`config.mk`:
```
export PLATFORM = sky130hd
export DESIGN_NAME = dll_ctrl
export DESIGN_NICKNAME = d
export VERILOG_FILES = /design/src/rtl/dll_pkg.sv /design/src/rtl/dll_ctrl.sv
export SDC_FILE = /design/constraint.sdc
export NUM_CORES = 1
export LEC_CHECK = 0
export CAP_MARGIN = 20
export CORE_AREA = 2 2 39 41
export DETAILED_ROUTE_END_ITERATION = 12
export DIE_AREA = 0 0 41 43
export DONT_BUFFER_PORTS = 1
export GPL_TIMING_DRIVEN = 0
export MAX_ROUTING_LAYER = met4
export PLACE_DENSITY = 0.32
export SYNTH_ARGS = -nofsm -noshare
export SYNTH_HDL_FRONTEND = slang
export SYNTH_SLANG_ARGS = --single-unit
```
`constraint.sdc`:
```
create_clock -name clk -period 1.15 [get_ports clk]
set_input_delay 0.2875 -clock clk [delete_from_list [all_inputs] [get_ports clk]]
set_output_delay 0.2875 -clock clk [all_outputs]
set_load 0.05 [all_outputs]
```
`src/rtl/dll_pkg.sv`:
```
package dll_pkg;

  localparam int unsigned OP_W = 4;

  // node table and list head sizes, fixed by the field widths
  localparam int unsigned NODE_COUNT = 1024;
  localparam int unsigned LIST_COUNT = 16;

  typedef enum logic [OP_W-1:0] {
    OP_INIT          = 4'd0,
    OP_ADD_FIRST     = 4'd1,
    OP_ADD_LAST      = 4'd2,
    OP_INSERT_AFTER  = 4'd3,
    OP_INSERT_BEFORE = 4'd4,
    OP_REMOVE        = 4'd5,
    OP_CUT_END       = 4'd6,
    OP_TRUNCATE_END  = 4'd7,
    OP_READ          = 4'd8
  } op_t;

  typedef enum logic [1:0] {
    ST_OK     = 2'd0,
    ST_COUNT  = 2'd1,
    ST_MALFORM = 2'd2
  } status_t;

  // link port selectors
  typedef enum logic [1:0] {
    LNK_NONE = 2'd0,
    LNK_PREV = 2'd1,
    LNK_NEXT = 2'd2,
    LNK_BOTH = 2'd3
  } lnk_sel_t;

  // controller to datapath commands
  typedef struct packed {
    logic     load;      // capture input item and head
    logic     rd_a;      // read links of node
    logic     rd_b;      // read links of anchor / neighbor
    logic     decide;    // evaluate operation, issue writes
    logic     wr2;       // second round of link writes
    logic     out_load;  // latch result
  } dll_cmd_t;

  // datapath to controller status
  typedef struct packed {
    logic need_b;   // operation needs anchor links
    logic need_wr2; // a second write round is needed
  } dll_sts_t;

endpackage

```
`src/rtl/dll_ctrl.sv`:
```
module dll_ctrl
  import dll_pkg::*;
(
  input  logic     clk,
  input  logic     rst,
  input  logic     in_valid,
  output logic     in_ready,
  output logic     out_valid,
  input  logic     out_ready,
  input  dll_sts_t sts,
  output dll_cmd_t cmd
);

  typedef enum logic [2:0] {
    S_IDLE,
    S_RDA,
    S_RDB,
    S_DEC,
    S_WR2,
    S_OUT
  } state_t;

  state_t state;

  assign in_ready = (state == S_IDLE);

  always_comb begin
    cmd = '0;
    cmd.load = in_valid && in_ready;
    unique case (state)
      S_IDLE: ;
      S_RDA:  cmd.rd_a = 1'b1;
      S_RDB:  cmd.rd_b = 1'b1;
      S_DEC:  cmd.decide = 1'b1;
      S_WR2:  cmd.wr2 = 1'b1;
      S_OUT:  cmd.out_load = !out_valid || out_ready;
      default: ;
    endcase
  end

  // sequencer: load, read node, optional read anchor, decide/write, optional second write, output
  always_ff @(posedge clk) begin
    if (rst) begin
      state     <= S_IDLE;
      out_valid <= 1'b0;
    end else begin
      // result register: set when loaded, cleared on transfer out
      if (cmd.out_load) begin
        out_valid <= 1'b1;
      end else if (out_ready) begin
        out_valid <= 1'b0;
      end
      unique case (state)
        S_IDLE: if (cmd.load) state <= S_RDA;
        S_RDA:  state <= sts.need_b ? S_RDB : S_DEC;
        S_RDB:  state <= S_DEC;
        S_DEC:  state <= sts.need_wr2 ? S_WR2 : S_OUT;
        S_WR2:  state <= S_OUT;
        S_OUT:  if (cmd.out_load) state <= S_IDLE;
        default: state <= S_IDLE;
      endcase
    end
  end

endmodule

```
==> metrics list <==
* Largest family of logic cells by synthesized area: simple AND/OR/NAND/NOR gates
- For this design the ratio of total power to cell area is 2359 nW/µm².
- Total count of max-transition violations in the final report: 0
- The congestion estimate from routability-driven global placement came to 0.6682.
- Residual antenna-violating net count after detailed routing: 0
- Count of endpoints failing hold in the final timing report: 0
- After detailed routing, the number of vias per cell comes to 4.485.
- Setup violations remaining at the end of the flow were counted as 9.
- At the pin with the least slew margin, the transition time is 585.7 ps.
* Total core area: 1384 µm²
- Mux contribution to synthesized area: 0%
- After clock tree synthesis, the clock-pin slew on the worst setup and hold paths is 40 ps.
- After detailed routing, the number of remaining DRC violations is 0.
- Top-area cell type share of the netlist area: 30.05%
- In this run, synthesis inferred 0 flip-flops with an integrated enable.
* First-pass iteration count of the detailed router: 1
- Multi-input gate area in the final layout: 249.0 µm²
* Rel. slew slack: 60.91%
- In the final layout, the share of cells above drive strength 1 is 88.00%.
* Synth Area in Simple Gates: 33.33%
- Clock period minus worst slack: 1747 ps
- IR analysis of the VDD net gives a maximum drop of 0.7296 mV.
- Vias in the first global route: 293
- The mapped netlist covers 266.5 µm².
- Compared with the post-synthesis result, the final layout area differs by 119.7%.
- Kind of start point of the critical path: flip-flop
* Async set-or-reset flop fraction in the synthesized netlist: 0%
* Mean Syn Cell Area: 8.884 µm²
* Buffers from clock root to sink, at most: 2
- Total inserted antenna cells: 0
* Setup repair after global routing missed its margin: yes
* Crit path max fanout: 2
- IO Pins: 14
- Share of synthesized cell area in full adder, half adder and majority cells: 0%
* Antenna violations before repair: 0
- Violations in the final reports: negative setup slack
- Input and output buffers added on the ports amount to 0.
* Area taken by flip-flops and latches: 87.58 µm²
- Share of synthesized area occupied by flip-flops and latches: 30.05%
- CTS tree: yes
- Final Cycle Share: 151.9%
* P_leak: 0.0002321 µW
* Overall power after layout: 1381 µW
- Master cell of the clock root buffer: sky130_fd_sc_hd__clkbuf_4
* Most used flip-flop cell after synthesis: sky130_fd_sc_hd__dfxtp_1
* Path type of the worst setup path: reg -> out
- Starting DRC count in detailed routing: 0
- Wire length of the first global-routing pass: 1380 µm
- Total number of vias: 296
- Post-Synth XOR/XNOR Area: 3.286%
- Most common library cells after synthesis: 4 x sky130_fd_sc_hd__dfxtp_1, 3 x sky130_fd_sc_hd__a21oi_1, 3 x sky130_fd_sc_hd__nand2b_1, 3 x sky130_fd_sc_hd__nor2_1
* Ranking of synthesized cells by area: sky130_fd_sc_hd__dfxtp_1 30%, sky130_fd_sc_hd__o21ba_2 7.5%, sky130_fd_sc_hd__nand2b_1 7.0%
- The later pin in the worst-skew pair is clocked with a latency of 230 ps.
- Final hold analysis gives a worst-case slack of 106.2 ps.
- At the worst endpoint, the arrival time is 1460 ps.
* Count of state elements after synthesis: 4
- Global routing used 12.44% of the available tracks across all layers.
* CTS Buf Count: 3
- Gate Count Post-Synth: 30
* Dominant cell type by area after synthesis: sky130_fd_sc_hd__dfxtp_1
* Routed WL: 874 µm
* Worst path setup slack after routing: -596.8 ps
- Worst min-delay path category: in -> reg
* Sinks on the clock net: 4
- Initial Util: 19.26%
- Data on the critical path is required at its endpoint by 860 ps.
* Dominant cell by count in the synthesized netlist: sky130_fd_sc_hd__dfxtp_1
- Count of distinct cell types in the synthesized netlist: 18
- The HPWL after detailed placement is 438.1 µm.
- Average wire per standard cell: 13.24 µm
* Achievable Freq: 572.5 MHz
- Yosys Warn Count: 0
- For this run the aggregate overflow at the end of global routing stands at 0.
- Maxcap violations: 0
- CTS built an H-tree with a depth of 1.
- In the final design database the tool counted 58 nets.
* Post-Place Cells: 46
- Post-Place Worst Slack: -434.5 ps
- Overall die height: 43 µm
* Endpoint kind of the worst setup timing path: primary output
- The synthesized netlist devotes 23.47% of its cell area to compound gates.
- Cell row count: 14
- Number of fill cells in the layout: 143
- Syn Nets: 36
- The run finished, with violations left.
- The clock arrives with 0.7213 ps of skew.
- Entering global routing, the biggest net connects 7 pins.
* Post-route insts no fill: 66
- The die covers 1763 µm².
* Die extent in x: 41 µm
-- per-layer routing --
layer	wire [µm]	up-vias	GRT usage, %
met5	0	-	-
met4	0	0	8.000
met3	65	0	4.712
met2	433	9	16.25
met1	375	138	15.38
li1	-	149	-
-- sequential cells by signal, indices dropped and copies added (netlist names) --
name       cells
out_valid      1
state          3
-- worst max-delay path, cell delays in order (launching register included) --
cell and delay, ps:
sky130_fd_sc_hd__dfxtp_2 320, sky130_fd_sc_hd__buf_8 120, sky130_fd_sc_hd__nor3_4 440, sky130_fd_sc_hd__and2_4 350
-- power by group --
group          switching [µW]  internal [µW]  total, µW
clock network            57.1            117        174
logic                     507            480        987
registers                38.5            182        221
total                     602            779       1380
-- final timing paths --
path	slack, ps	endpoint	cells past startpoint	from
hold / removal	110	state[1]	1	rst
setup / recovery	-600	cmd[5]	3	state[2]
hold reg to reg	660	out_valid	2	out_valid
setup reg to reg	-270	state[0]	9	state[2]
-- layout by cell type, fill, tap and decap left out --
| cell | n |
|---|---|
| sky130_fd_sc_hd__xnor2_2 | 1 |
| sky130_fd_sc_hd__buf_8 | 2 |
| sky130_fd_sc_hd__clkbuf_4 | 3 |
| sky130_fd_sc_hd__dfxtp_4 | 1 |
| sky130_fd_sc_hd__nor2_4 | 2 |
| sky130_fd_sc_hd__o21ba_4 | 1 |
| sky130_fd_sc_hd__a21oi_1 | 1 |
| sky130_fd_sc_hd__nor2b_2 | 1 |
| sky130_fd_sc_hd__nand3b_1 | 1 |
| sky130_fd_sc_hd__nand2b_1 | 2 |
| sky130_fd_sc_hd__nor3_4 | 1 |
| sky130_fd_sc_hd__nor3b_4 | 2 |
| sky130_fd_sc_hd__o31ai_1 | 1 |
| sky130_fd_sc_hd__a221oi_2 | 1 |
| sky130_fd_sc_hd__buf_6 | 11 |
| sky130_fd_sc_hd__a21oi_2 | 2 |
| sky130_fd_sc_hd__o21ai_1 | 1 |
| sky130_fd_sc_hd__nor3_2 | 1 |
| sky130_fd_sc_hd__dfxtp_2 | 3 |
| sky130_fd_sc_hd__nand2b_4 | 1 |
| sky130_fd_sc_hd__o21ba_2 | 1 |
| sky130_fd_sc_hd__and3b_4 | 1 |
| sky130_fd_sc_hd__and2_4 | 1 |
| sky130_fd_sc_hd__buf_4 | 7 |
| sky130_fd_sc_hd__nor2_2 | 1 |
-- final cells by class --
class,count,area share [%]
tap,16,3.419
timing repair buffer,19,32.69
multi-input combinational,23,42.52
clock buffer,3,3.846
sequential,4,14.96
buffer,1,2.564
-- cells by family after synthesis --
logic type      after synthesis
simple gates                 14
compound gates                8
flops                         4
buf+inv                       3
xor+xnor                      1
-- repair_timing --
action                                  CTS  global route
gates resized for setup                  18            13
pin swaps                                 5            10
endpoints found under the setup margin    8            11
buffers inserted                         13             7
hold buffers                              0             0
-- metrics by stage --
step                utilization (%)  TNS (ps)  cell area, µm²
global placement              23.33     -1509           322.8
global route                  42.31     -4144           585.6
floorplan                         -     -1278           302.8
CTS                           37.07     -3813           513.0
detailed placement            23.33     -1559           322.8
finish                        42.31     -3574           585.6
No activity file was read; power rests on OpenSTA's default activity.
